===== src/hdl/k_nearest_neighbour_selector_core_defines.svh =====
// ----------------------------------------------------------------------------
// k_nearest_neighbour_selector_core_defines
// Assertion macros used by the selector core RTL. Define NO_ASSERTIONS to drop
// every check from the build.
// ----------------------------------------------------------------------------
`ifndef K_NEAREST_NEIGHBOUR_SELECTOR_CORE_DEFINES_SVH
`define K_NEAREST_NEIGHBOUR_SELECTOR_CORE_DEFINES_SVH

`ifndef NO_ASSERTIONS

// check outside reset
`define KNN_ASSERT(lbl, prop, msg) \
   lbl: assert property (@(posedge clock) disable iff (reset) prop) else $error(msg);

// check on every edge, reset included
`define KNN_ASSERT_ALWAYS(lbl, prop, msg) \
   lbl: assert property (@(posedge clock) prop) else $error(msg);

`else

`define KNN_ASSERT(lbl, prop, msg)
`define KNN_ASSERT_ALWAYS(lbl, prop, msg)

`endif

`endif


===== src/hdl/knn_pkg.sv =====
// ----------------------------------------------------------------------------
// knn_pkg
// Shared widths, codes, types and reset values of the k-nearest-neighbour
// selector.
// ----------------------------------------------------------------------------
`default_nettype none

package knn_pkg;

   localparam int MAX_NEIGHBOURS_DEF = 32;
   localparam int COORD_BITS_DEF     = 24;
   localparam int INDEX_BITS_DEF     = 20;

   localparam int DIST_W     = 52;
   localparam int OUT_IDX_W  = 20;
   localparam int SLOT_NUM_W = 5;
   localparam int COUNT_W    = 6;
   localparam int CSR_IDX_W  = 2;
   localparam int KIND_W     = 2;

   localparam logic [DIST_W-1:0]  DIST_MAX          = '1;
   localparam logic [COUNT_W-1:0] COUNT_RESET       = 6'd20;
   localparam logic               SKIP_RESET        = 1'b1;

   typedef enum logic [KIND_W-1:0] {
      KIND_QUERY     = 2'd0,
      KIND_CANDIDATE = 2'd1,
      KIND_FINISH    = 2'd2
   } kind_type;

   typedef enum logic [CSR_IDX_W-1:0] {
      REG_NEIGHBOUR_COUNT = 2'd0,
      REG_RADIUS_SQUARED  = 2'd1,
      REG_SKIP_BOUNDARY   = 2'd2
   } csr_reg_type;

   typedef enum logic {
      ST_RUN  = 1'b0,
      ST_EMIT = 1'b1
   } state_type;

   typedef struct packed {
      logic clear;
      logic insert;
      logic rotate;
   } cell_ctrl_type;

endpackage

`default_nettype wire


===== src/hdl/knn_cell.sv =====
// ----------------------------------------------------------------------------
// knn_cell
// One slot of the sorted neighbour list. Compares the broadcast candidate,
// takes it, shifts in its left neighbour, or rotates in its right neighbour
// while the list is read out; a query item clears it.
// ----------------------------------------------------------------------------
`default_nettype none

module knn_cell #(
   parameter int INDEX_BITS = knn_pkg::INDEX_BITS_DEF
) (
   input  logic                        clock,
   input  logic                        reset,
   input  knn_pkg::cell_ctrl_type      ctrl,
   input  logic                        active,
   input  logic                        wrap,
   input  logic                        hit_in,
   output logic                        hit_out,
   input  logic [knn_pkg::DIST_W-1:0]  cand_dist,
   input  logic [INDEX_BITS-1:0]       cand_index,
   input  logic                        left_valid,
   input  logic [knn_pkg::DIST_W-1:0]  left_dist,
   input  logic [INDEX_BITS-1:0]       left_index,
   input  logic                        right_valid,
   input  logic [knn_pkg::DIST_W-1:0]  right_dist,
   input  logic [INDEX_BITS-1:0]       right_index,
   input  logic                        head_valid,
   input  logic [knn_pkg::DIST_W-1:0]  head_dist,
   input  logic [INDEX_BITS-1:0]       head_index,
   output logic                        slot_valid,
   output logic [knn_pkg::DIST_W-1:0]  slot_dist,
   output logic [INDEX_BITS-1:0]       slot_index
);

   logic                        valid_ff, valid_in;
   logic [knn_pkg::DIST_W-1:0]  dist_ff, dist_in;
   logic [INDEX_BITS-1:0]       index_ff, index_in;
   logic                        take;

   // an empty slot counts as farther than any candidate
   assign take    = active && (!valid_ff || cand_dist < dist_ff);
   assign hit_out = hit_in || take;

   always_comb begin
      valid_in = valid_ff;
      dist_in  = dist_ff;
      index_in = index_ff;
      priority if (ctrl.clear) begin
         valid_in = 1'b0;
      end else if (ctrl.insert && active) begin
         priority if (hit_in) begin
            valid_in = left_valid;
            dist_in  = left_dist;
            index_in = left_index;
         end else if (take) begin
            valid_in = 1'b1;
            dist_in  = cand_dist;
            index_in = cand_index;
         end
      end else if (ctrl.rotate && active) begin
         priority if (wrap) begin
            valid_in = head_valid;
            dist_in  = head_dist;
            index_in = head_index;
         end else begin
            valid_in = right_valid;
            dist_in  = right_dist;
            index_in = right_index;
         end
      end
   end

   always_ff @(posedge clock) begin
      if (reset) begin
         valid_ff <= 1'b0;
      end else begin
         valid_ff <= valid_in;
      end
   end

   always_ff @(posedge clock) begin
      dist_ff  <= dist_in;
      index_ff <= index_in;
   end

   assign slot_valid = valid_ff;
   assign slot_dist  = dist_ff;
   assign slot_index = index_ff;

endmodule

`default_nettype wire


===== config.mk =====
export PLATFORM = sky130hd
export DESIGN_NAME = knn_cell
export DESIGN_NICKNAME = d
export VERILOG_FILES = /design/src/hdl/k_nearest_neighbour_selector_core_defines.svh /design/src/hdl/knn_pkg.sv /design/src/hdl/knn_cell.sv
export SDC_FILE = /design/constraint.sdc
export NUM_CORES = 1
export LEC_CHECK = 0
export BUFFER_PORTS_ARGS = -buffer_cell sky130_fd_sc_hd__clkbuf_2
export CAP_MARGIN = 20
export CORE_AREA = 2 2 144 146
export DETAILED_ROUTE_END_ITERATION = 10
export DIE_AREA = 0 0 146 148
export PLACE_DENSITY = 0.64
export SYNTH_ARGS = -nofsm -noshare
export SYNTH_HDL_FRONTEND = slang
export SYNTH_SLANG_ARGS = --single-unit

===== constraint.sdc =====
create_clock -name clock -period 13.3 [get_ports clock]
set_input_delay 1.33 -clock clock [delete_from_list [all_inputs] [get_ports clock]]
set_output_delay 1.33 -clock clock [all_outputs]
set_load 0.05 [all_outputs]

==> results.yml <==
synth:
  ys_seq_area_frac: 0.376
  synth-main-ff-cell: "edfxtp_1"
  synth_common_cells: "94 x a21oi_1, 75 x a211oi_1, 73 x mux2i_1, 73 x nor2b_1, 72 x edfxtp_1"
  ys_types: 31
  ys.warnings.count: 0
  async_reset_ff_frac: 0
  postSynthNetCount: 951
  syn_area_per_cell_sq_um: 9.65
  yosysMostFrequentCell: "a21oi_1"
  synth_cells: 601
  synth_top_area_frac: 0.373
  synth_edf_count: 72
  ys_seq_elements: 73
  syn_area_sq_mm: 0.00580
  synth_area_leaders: "edfxtp_1 37%, mux2i_1 13%, ha_1 11%"
  yosysTopAreaCell: "edfxtp_1"
clocking:
  clock_latency_ns: 0.34
  clkTransAtPathRegs_ns: 0.06
  post_cts_buffers: 0
  cts.sinks: 73
  clock_path_buffers: 2
  cts_root_buf: "clkbuf_16"
  cts_hold_buf: 0
  cts_buffers: 9
  cts_tree: "built"
  cts_resized: 0
  cts_max_level: 3
sta:
  hold-worst-slack_ns: 0.586
  worst_pin_slew_ns: 0.963
  setup_viol: 0
  rsz0062_at_grt: "false"
  period_share: 0.347
  min_period_ns: 4.62
  slew_headroom: 0.358
  final_hold_viol_count: 0
  fmax_mhz: 217
  setup_tns_ns: 0
  finClkSkew_ns: 0.0105
  maxSlewViolCount: 0
routing:
  wl_per_cell_um: 16.3
  vias: 5776
  drt_wl_total_um: 20000
  ant_nets: 0
  drt-vias-per-instance: 4.72
  first_iter_violations: 180
  drc_errors: 0
  dr.pass1.iters: 4
job:
  maxCapViolCount: 0
die:
  pin_count: 373
  die_h_um: 148
  core-area_sq_mm: 0.0200
  initial_core_util: 0.289
  die_width_um: 146
  rows: 52
  die_area_sq_mm: 0.0216
power_and_ir_drop:
  power.density_mw_per_mm2: 91.6
  peakVddDrop_mv: 0.0441
  p_leak_nw: 4.01
cells_and_area:
  final_util: 0.410
  area_growth_syn_to_layout_pct: 41.9
  nFillCells: 2086
  multi_input_comb_area_sq_mm: 0.00327
  finalNetCount: 1299
  seqCellArea_sq_mm: 0.00218
  drive_above_1_share: 0.420
worst_setup_path:
  crit_type: "primary input to output port"
  ff2ff_setup_slack_ns: 10.31
  end_kind: "output port"
  critPathLaunchType: "primary input"
  cp_max_fo: 3
  critPathArrivalTime_ns: 3.29
  critPathRequiredTime_ns: 11.97
grt:
  grt_pass1_wl_um: 30200
  grt_pass1_vias: 5650
  grt.overflow.total: 0
  grt.total_usage: 0.179
  grt_max_degree: 97
  antenna_found_initial: 1
placed_design:
  gp_congestion: 0.804
  hpwlAfterDp_um: 16300
  io_buffers: 372
min_path:
  hp-class: "flip-flop to flip-flop"
outcome:
  outcome: "finished clean"
-- state kept, by name, indices dropped and copies added (netlist names) --
register    count
slot_index     20
slot_dist      52
slot_valid      1
-- critical path, stage by stage --
cell and delay (ns):
clkbuf_2 0.09, ha_1 0.32, a21oi_1 0.16, nand2_1 0.12, a221oi_2 0.39, o21ai_1 0.13
o21ai_2 0.27, nand3_1 0.11, nand2_1 0.09, clkbuf_2 0.28
-- cells in the final DEF, fill, tap and decap left out, types with 9 or more instances in the layout --
cell	netlist	final
clkbuf_2	0	370
a21oi_1	94	94
a211oi_1	75	75
mux2i_1	73	73
nor2b_1	73	73
edfxtp_1	72	72
inv_1	53	53
ha_1	51	51
nand2_1	23	22
clkbuf_16	0	9
-- power breakdown --
group / total (W) / switching, W / internal, W
logic: 0.000202 / 0.000121 / 0.0000809
clock network: 0.000276 / 0.000101 / 0.000175
registers: 0.000276 / 0.00000559 / 0.000270
total: 0.000754 / 0.000228 / 0.000526
-- metrics by stage --
step / cell area (sq um) / power, W / setup WS (ns) / std cells
finish: 8230 / 0.000754 / 8.68 / 1225
global route: 8220 / 0.000792 / 8.46 / 1224
CTS: 8220 / 0.000765 / 8.57 / 1224
detailed placement: 7890 / 0.000484 / 8.57 / 1208
global placement: 7890 / 0.000482 / 8.55 / 1208
floorplan: 5800 / 0.000404 / 5.32 / 601
-- area by class of cell --
| class | count | area share |
|---|---|---|
| clock buffers | 12 | 0.0312 |
| well taps | 270 | 0.0411 |
| multi-input cells | 435 | 0.397 |
| inverters | 53 | 0.0242 |
| repair buffers | 377 | 0.232 |
| diodes | 1 | 0.000304 |
| clock inverters | 4 | 0.00913 |
| flip-flops and latches | 73 | 0.265 |
-- final timing paths --
| check | startpoint | to | cells after the start |
|---|---|---|---|
| hold / removal | slot_valid$_SDFFE_PP0P_ | slot_valid$_SDFFE_PP0P_ | 2 |
| setup / recovery | cand_dist[26] | hit_out | 10 |
| hold reg to reg | slot_valid$_SDFFE_PP0P_ | slot_valid$_SDFFE_PP0P_ | 2 |
| setup reg to reg | slot_dist[26]$_DFFE_PP_ | slot_dist[2]$_DFFE_PP_ | 10 |
-- logic make-up after synthesis --
| kind of cell | share of synthesized area |
|---|---|
| adders and majority gates | 0.110 |
| AOI/OAI and AO/OA | 0.207 |
| DFF | 0.376 |
| and+or+nand+nor | 0.119 |
| buffers and inverters | 0.0619 |
| muxes | 0.126 |
-- metal layers --
layer / global-route usage / up-vias / part of all wire
met5: 0 / - / 0
li1: - / 2939 / -
met1: 0.203 / 2569 / 0.39
met3: 0.0512 / 19 / 0.077
met2: 0.334 / 249 / 0.52
met4: 0.0403 / 0 / 0.013
Power figures use the tool's default switching activity.
