[config.mk]
export PLATFORM = sky130hd
export DESIGN_NAME = knn_front
export DESIGN_NICKNAME = d
export VERILOG_FILES = /design/src/hdl/k_nearest_neighbour_selector_core_defines.svh /design/src/hdl/knn_pkg.sv /design/src/hdl/knn_front.sv
export SDC_FILE = /design/constraint.sdc
export NUM_CORES = 2
export LEC_CHECK = 0
export ABC_AREA = 1
export BUFFER_PORTS_ARGS = -buffer_cell sky130_fd_sc_hd__buf_2
export CELL_PAD_IN_SITES_DETAIL_PLACEMENT = 0
export CELL_PAD_IN_SITES_GLOBAL_PLACEMENT = 1
export CORE_MARGIN = 5
export CORE_UTILIZATION = 50
export CTS_CLUSTER_SIZE = 14
export DETAILED_ROUTE_END_ITERATION = 10
export GPL_TIMING_DRIVEN = 0
export PLACE_DENSITY_LB_ADDON = 0.1
export SLEW_MARGIN = 20
export SYNTH_ARGS = -nofsm -noshare
export SYNTH_HDL_FRONTEND = slang
export SYNTH_SLANG_ARGS = --single-unit
export TNS_END_PERCENT = 20
[constraint.sdc]
create_clock -name clock -period 8.8 [get_ports clock]
set_clock_uncertainty 0.05 [all_clocks]
set_input_delay 1.76 -clock clock [delete_from_list [all_inputs] [get_ports clock]]
set_output_delay 1.76 -clock clock [all_outputs]
set_load 0.02 [all_outputs]
[src/hdl/k_nearest_neighbour_selector_core_defines.svh]
// ----------------------------------------------------------------------------
// k_nearest_neighbour_selector_core_defines
// Assertion macros used by the selector core RTL. Define NO_ASSERTIONS to drop
// every check from the build.
// ----------------------------------------------------------------------------
`ifndef K_NEAREST_NEIGHBOUR_SELECTOR_CORE_DEFINES_SVH
`define K_NEAREST_NEIGHBOUR_SELECTOR_CORE_DEFINES_SVH

`ifndef NO_ASSERTIONS

// check outside reset
`define KNN_ASSERT(lbl, prop, msg) \
   lbl: assert property (@(posedge clock) disable iff (reset) prop) else $error(msg);

// check on every edge, reset included
`define KNN_ASSERT_ALWAYS(lbl, prop, msg) \
   lbl: assert property (@(posedge clock) prop) else $error(msg);

`else

`define KNN_ASSERT(lbl, prop, msg)
`define KNN_ASSERT_ALWAYS(lbl, prop, msg)

`endif

`endif

[src/hdl/knn_pkg.sv]
// ----------------------------------------------------------------------------
// knn_pkg
// Shared widths, codes, types and reset values of the k-nearest-neighbour
// selector.
// ----------------------------------------------------------------------------
`default_nettype none

package knn_pkg;

   localparam int MAX_NEIGHBOURS_DEF = 32;
   localparam int COORD_BITS_DEF     = 24;
   localparam int INDEX_BITS_DEF     = 20;

   localparam int DIST_W     = 52;
   localparam int OUT_IDX_W  = 20;
   localparam int SLOT_NUM_W = 5;
   localparam int COUNT_W    = 6;
   localparam int CSR_IDX_W  = 2;
   localparam int KIND_W     = 2;

   localparam logic [DIST_W-1:0]  DIST_MAX          = '1;
   localparam logic [COUNT_W-1:0] COUNT_RESET       = 6'd20;
   localparam logic               SKIP_RESET        = 1'b1;

   typedef enum logic [KIND_W-1:0] {
      KIND_QUERY     = 2'd0,
      KIND_CANDIDATE = 2'd1,
      KIND_FINISH    = 2'd2
   } kind_type;

   typedef enum logic [CSR_IDX_W-1:0] {
      REG_NEIGHBOUR_COUNT = 2'd0,
      REG_RADIUS_SQUARED  = 2'd1,
      REG_SKIP_BOUNDARY   = 2'd2
   } csr_reg_type;

   typedef enum logic {
      ST_RUN  = 1'b0,
      ST_EMIT = 1'b1
   } state_type;

   typedef struct packed {
      logic clear;
      logic insert;
      logic rotate;
   } cell_ctrl_type;

endpackage

`default_nettype wire

[src/hdl/knn_front.sv]
// ----------------------------------------------------------------------------
// knn_front
// Query point registers and the four-stage squared distance pipeline that
// feeds the insertion chain in item order.
// ----------------------------------------------------------------------------
`default_nettype none

module knn_front #(
   parameter int COORD_BITS = knn_pkg::COORD_BITS_DEF,
   parameter int INDEX_BITS = knn_pkg::INDEX_BITS_DEF
) (
   input  logic                          clock,
   input  logic                          reset,
   input  logic                          adv,
   input  logic                          acc,
   input  knn_pkg::kind_type             kind,
   input  logic signed [COORD_BITS-1:0]  x_coord,
   input  logic signed [COORD_BITS-1:0]  y_coord,
   input  logic signed [COORD_BITS-1:0]  z_coord,
   input  logic [INDEX_BITS-1:0]         point_index,
   input  logic                          on_boundary,
   input  logic                          skip_boundary_pairs,
   input  logic [knn_pkg::DIST_W-1:0]    radius_squared,
   output logic                          p_valid,
   output knn_pkg::kind_type             p_kind,
   output logic [knn_pkg::DIST_W-1:0]    p_dist,
   output logic [INDEX_BITS-1:0]         p_index,
   output logic                          p_keep
);

   localparam int DIFF_W = COORD_BITS + 1;
   localparam int SQ_W   = 2 * COORD_BITS;
   localparam int SUM_W  = (SQ_W > knn_pkg::DIST_W) ? SQ_W : knn_pkg::DIST_W + 1;
   localparam int DW     = knn_pkg::DIST_W;

   logic signed [COORD_BITS-1:0] qx_ff, qy_ff, qz_ff;
   logic [INDEX_BITS-1:0]        qidx_ff;
   logic                         qbnd_ff;

   logic signed [DIFF_W-1:0]     dx, dy, dz;
   logic [COORD_BITS-1:0]        mx_in, my_in, mz_in;
   logic                         s1_valid_in, s1_keep_in;

   logic                         s1_valid_ff, s2_valid_ff, s3_valid_ff, s4_valid_ff;
   knn_pkg::kind_type            s1_kind_ff, s2_kind_ff, s3_kind_ff, s4_kind_ff;
   logic [INDEX_BITS-1:0]        s1_idx_ff, s2_idx_ff, s3_idx_ff, s4_idx_ff;
   logic                         s1_keep_ff, s2_keep_ff, s3_keep_ff, s4_keep_ff;
   logic [COORD_BITS-1:0]        s1_mx_ff, s1_my_ff, s1_mz_ff;
   logic [SQ_W-1:0]              s2_sqx_ff, s2_sqy_ff, s2_sqz_ff;
   logic [DW-1:0]                s3_pxy_ff, s3_pz_ff;
   logic [DW-1:0]                s4_dist_ff;

   logic [SQ_W-1:0]              sqx_in, sqy_in, sqz_in;
   logic [SUM_W-1:0]             wx, wy, wz;
   logic [DW-1:0]                satx, saty, satz;
   logic [DW:0]                  sum_xy, sum_all;
   logic [DW-1:0]                pxy_in, dist_in;
   logic                         keep_in;

   // query point: loaded at the transfer of a query item
   always_ff @(posedge clock) begin
      if (reset) begin
         qx_ff   <= '0;
         qy_ff   <= '0;
         qz_ff   <= '0;
         qidx_ff <= '0;
         qbnd_ff <= 1'b0;
      end else if (acc && kind == knn_pkg::KIND_QUERY) begin
         qx_ff   <= x_coord;
         qy_ff   <= y_coord;
         qz_ff   <= z_coord;
         qidx_ff <= point_index;
         qbnd_ff <= on_boundary;
      end
   end

   // stage 1: exact differences and magnitudes, boundary-pair drop
   always_comb begin
      dx = DIFF_W'(x_coord) - DIFF_W'(qx_ff);
      dy = DIFF_W'(y_coord) - DIFF_W'(qy_ff);
      dz = DIFF_W'(z_coord) - DIFF_W'(qz_ff);
      mx_in = dx[DIFF_W-1] ? COORD_BITS'(-dx) : COORD_BITS'(dx);
      my_in = dy[DIFF_W-1] ? COORD_BITS'(-dy) : COORD_BITS'(dy);
      mz_in = dz[DIFF_W-1] ? COORD_BITS'(-dz) : COORD_BITS'(dz);
      s1_valid_in = acc && (kind == knn_pkg::KIND_QUERY || kind == knn_pkg::KIND_CANDIDATE ||
                            kind == knn_pkg::KIND_FINISH);
      s1_keep_in  = !(skip_boundary_pairs && qbnd_ff && on_boundary &&
                      (point_index != qidx_ff));
   end

   // stage 2: squares
   always_comb begin
      sqx_in = SQ_W'(s1_mx_ff) * SQ_W'(s1_mx_ff);
      sqy_in = SQ_W'(s1_my_ff) * SQ_W'(s1_my_ff);
      sqz_in = SQ_W'(s1_mz_ff) * SQ_W'(s1_mz_ff);
   end

   // stage 3: saturate the squares and add the first two
   always_comb begin
      wx = SUM_W'(s2_sqx_ff);
      wy = SUM_W'(s2_sqy_ff);
      wz = SUM_W'(s2_sqz_ff);
      satx = (wx > SUM_W'(knn_pkg::DIST_MAX)) ? knn_pkg::DIST_MAX : DW'(wx);
      saty = (wy > SUM_W'(knn_pkg::DIST_MAX)) ? knn_pkg::DIST_MAX : DW'(wy);
      satz = (wz > SUM_W'(knn_pkg::DIST_MAX)) ? knn_pkg::DIST_MAX : DW'(wz);
      sum_xy = {1'b0, satx} + {1'b0, saty};
      pxy_in = sum_xy[DW] ? knn_pkg::DIST_MAX : sum_xy[DW-1:0];
   end

   // stage 4: final sum and radius test
   always_comb begin
      sum_all = {1'b0, s3_pxy_ff} + {1'b0, s3_pz_ff};
      dist_in = sum_all[DW] ? knn_pkg::DIST_MAX : sum_all[DW-1:0];
      keep_in = s3_keep_ff && (dist_in <= radius_squared);
   end

   always_ff @(posedge clock) begin
      if (reset) begin
         s1_valid_ff <= 1'b0;
         s2_valid_ff <= 1'b0;
         s3_valid_ff <= 1'b0;
         s4_valid_ff <= 1'b0;
      end else if (adv) begin
         s1_valid_ff <= s1_valid_in;
         s2_valid_ff <= s1_valid_ff;
         s3_valid_ff <= s2_valid_ff;
         s4_valid_ff <= s3_valid_ff;
      end
   end

   always_ff @(posedge clock) begin
      if (adv) begin
         s1_kind_ff <= kind;
         s1_idx_ff  <= point_index;
         s1_keep_ff <= s1_keep_in;
         s1_mx_ff   <= mx_in;
         s1_my_ff   <= my_in;
         s1_mz_ff   <= mz_in;

         s2_kind_ff <= s1_kind_ff;
         s2_idx_ff  <= s1_idx_ff;
         s2_keep_ff <= s1_keep_ff;
         s2_sqx_ff  <= sqx_in;
         s2_sqy_ff  <= sqy_in;
         s2_sqz_ff  <= sqz_in;

         s3_kind_ff <= s2_kind_ff;
         s3_idx_ff  <= s2_idx_ff;
         s3_keep_ff <= s2_keep_ff;
         s3_pxy_ff  <= pxy_in;
         s3_pz_ff   <= satz;

         s4_kind_ff <= s3_kind_ff;
         s4_idx_ff  <= s3_idx_ff;
         s4_keep_ff <= keep_in;
         s4_dist_ff <= dist_in;
      end
   end

   assign p_valid = s4_valid_ff;
   assign p_kind  = s4_kind_ff;
   assign p_dist  = s4_dist_ff;
   assign p_index = s4_idx_ff;
   assign p_keep  = s4_keep_ff;

endmodule

`default_nettype wire

==> flow_summary_export.csv <==
group,metric,value,unit
synth,ys_seq_elements,548,
critical_path,worst_r2r_startpoint,"s1_mx_ff[5]",
detailed_routing,antenna_left,0,
cts,cts.htree.levels,3,
sta,slew_headroom,25.2,%
sta,worstMarginPinSlew,1120,ps
sta,fmax,0.118,GHz
floorplanning,num_rows,147,
place,placed_cell_area,0.0856,mm^2
critical_path,timing.critical_path.arrival,8870,ps
cts,clkSlewWorstSetupHoldPaths,60,ps
cells_and_area,finish.net_count,12169,
hold_path,worst_hold_startpoint,"s2_sqz_ff[36]",
critical_path,crit_path_max_fanout,10,
job,timing.max_cap.violations,0,
critical_path,timing.critical_path.from_type,"register",
sta,finalHoldViolations,0,
global_route,grt_max_degree,106,
place,gp_congestion,0.967,
synth,netlist_instances,9685,
detailed_routing,detail_route.vias_per_cell,5.21,
synth,synth_top_cells_by_count,"sky130_fd_sc_hd__inv_1, sky130_fd_sc_hd__nand2_1, sky130_fd_sc_hd__fa_1",
global_route,antenna_found_initial,22,
detailed_routing,wl_per_cell,21.4,um
cts,cts_buffer_depth,3,
cts,cts_root_buffer,"sky130_fd_sc_hd__clkbuf_16",
global_route,grt-ovfl-total,0,
floorplanning,number_of_top_level_pins,228,
floorplanning,coreArea,0.161,mm^2
cts,cts_buffers,68,
synth,synth_flop_cell,"sky130_fd_sc_hd__edfxtp_1",
critical_path,worstRegToRegCells,22,
hold_path,min-delay-path-class,"register to register",
critical_path,setup.worst_path.start,"s1_mx_ff[5]",
cells_and_area,finish.instance_area,0.0878,mm^2
place,placed_wire_length_estimate,223,mm
detailed_routing,post-route-drc-count,0,
synth,yosys-top-cells-area,"sky130_fd_sc_hd__fa_1, sky130_fd_sc_hd__edfxtp_1, sky130_fd_sc_hd__inv_1",
place,io_buffers,225,
cts,cts_resized,0,
sta,final_max_slew_viol_count,0,
cells_and_area,n_fill_cell,15494,
detailed_routing,wirelength,262,mm
synth,synth-seq-area-share,19.1,%
cts,cts_sinks,548,
sta,final_period_minus_worst_setup_slack,8440,ps
detailed_routing,num_vias,63748,
sta,finalCritPeriodShare,95.9,%
synth,yosys.cell_count.top_type,"sky130_fd_sc_hd__inv_1",
synth,ys.warnings.count,0,
sta,number_of_endpoints_failing_setup_at_the_final_stage,0,
sta,grt_setup_unrepaired,"no",
detailed_routing,drt_pre_antenna_iters,6,
critical_path,timing.setup.critical_path_class,"register to register",
critical_path,worst_ep_required_time,9230,ps
global_route,grt_pass1_wl,401,mm
synth,syn_area,0.0812,mm^2
global_route,vias_in_the_first_global_route,66668,
global_route,track_usage,31.4,%
synth,synth_top_area_share,31.3,%
cells_and_area,syn2layout_area_growth,8.19,%
synth,synthArstFlopShare,0,%
floorplanning,die_w,413,um
cts,tritoncts,"done",
synth,synth-edff-count,451,
floorplanning,start_util,50.4,%
synth,synthDominantAreaCellType,"sky130_fd_sc_hd__fa_1",
synth,synthDistinctLibCells,56,
detailed_routing,dr.first_iter.drc_count,4959,
floorplanning,die_height,413,um
hold_path,worstHoldPathCells,0,
cts,worst_skew_pair.late_latency,690,ps
cells_and_area,fraction_of_final_layout_cells_sized_beyond_drive_strength_1,4.56,%
floorplanning,die-area,0.171,mm^2
cts,cts_post_setup_buffers_inserted,0,
run_status,run_status,"completed",
cts,cts_hold_buf,0,
synth,synth_area_per_cell,8.38,um^2
critical_path,worst_setup_path_end_kind,"register",
-- worst paths after layout --
check	end	slack, ps
worst max register to register	s2_sqx_ff[38]	360
worst min register to register	s3_pz_ff[36]	340
worst max-delay path	s2_sqx_ff[38]	360
worst min-delay path	s3_pz_ff[36]	340
-- cells in the final DEF, fill, tap and decap left out, drive strengths merged, types with 43 or more instances in the layout --
| cell | n |
|---|---|
| a21oi | 450 |
| a31oi | 63 |
| buf | 250 |
| clkbuf | 259 |
| dfxtp | 97 |
| edfxtp | 451 |
| fa | 1271 |
| ha | 747 |
| inv | 2778 |
| nand2 | 1951 |
| nand3 | 219 |
| nand4 | 65 |
| nor2 | 518 |
| nor3 | 50 |
| o21ai | 319 |
| o21bai | 43 |
| xnor2 | 97 |
| xor2 | 224 |
-- registers in the layout, summed over array words and instances, names as in the netlist, 20 cells and up --
signal,flops
s1_idx_ff,20
p_dist,50
qx_ff,24
s2_sqy_ff,47
qy_ff,24
s2_idx_ff,20
s1_my_ff,24
s1_mx_ff,24
s3_pz_ff,47
s1_mz_ff,24
s3_pxy_ff,49
s2_sqx_ff,47
p_index,20
qz_ff,24
s2_sqz_ff,47
s3_idx_ff,20
qidx_ff,20
-- layout make-up --
type | count | area (um^2) | area share, %
antenna | 12 | 30.0 | 0.0342
tap | 2160 | 2700 | 3.08
sequential | 548 | 15500 | 17.6
inverter | 2772 | 10400 | 11.8
timing repair buffer | 243 | 1440 | 1.63
buffer | 187 | 733 | 0.835
clock buffer | 79 | 1780 | 2.03
clock inverter | 45 | 467 | 0.531
multi-input combinational | 6179 | 54800 | 62.4
-- cells by family after synthesis --
family          share of synthesized area, %
buf+inv                                 13.7
flops                                   19.1
compound gates                          6.54
simple gates                            14.3
fa+ha+maj                               42.9
xor+xnor                                3.53
other cells                          0.00462
-- through the flow --
stage          hold slack, ps  cells  setup TNS [ps]  util, %  setup WS (ps)
2_1_floorplan             350   9686               0        -           2400
3_3_place_gp              350  12071         -462980     52.8          -1770
3_5_place_dp              355  12089               0     53.2            474
4_1_cts                   334  12213               0     54.6            406
5_1_grt                   355  12215               0     54.6            107
6_report                  339  12225               0     54.6            357
-- critical path, stage by stage (launching register included) --
cell	delay, ps
sky130_fd_sc_hd__edfxtp_1	780
sky130_fd_sc_hd__clkbuf_1	760
sky130_fd_sc_hd__nand2_1	230
sky130_fd_sc_hd__inv_1	160
sky130_fd_sc_hd__fa_1	430
sky130_fd_sc_hd__fa_1	530
sky130_fd_sc_hd__inv_1	60
sky130_fd_sc_hd__fa_1	530
sky130_fd_sc_hd__inv_1	50
sky130_fd_sc_hd__fa_1	480
sky130_fd_sc_hd__fa_1	520
sky130_fd_sc_hd__fa_1	510
sky130_fd_sc_hd__inv_1	50
sky130_fd_sc_hd__fa_1	580
sky130_fd_sc_hd__inv_1	70
sky130_fd_sc_hd__ha_1	360
sky130_fd_sc_hd__nand2_1	100
sky130_fd_sc_hd__nor2_1	150
sky130_fd_sc_hd__inv_1	100
sky130_fd_sc_hd__nor4_1	760
sky130_fd_sc_hd__nand3_1	330
sky130_fd_sc_hd__nand4_1	290
sky130_fd_sc_hd__xor2_1	310
-- routing by layer --
| metal | GRT usage, % | up-vias | wire, um |
|---|---|---|---|
| li1 | - | 29725 | - |
| met1 | 43.2 | 31391 | 112000 |
| met2 | 50.2 | 2242 | 118000 |
| met3 | 6.91 | 384 | 23400 |
| met4 | 9.07 | 6 | 8890 |
| met5 | 0 | - | 34 |
Power is left out: the tool's default activity adds up to more than one toggle a clock period on the data nets, which glitch-free logic cannot reach.
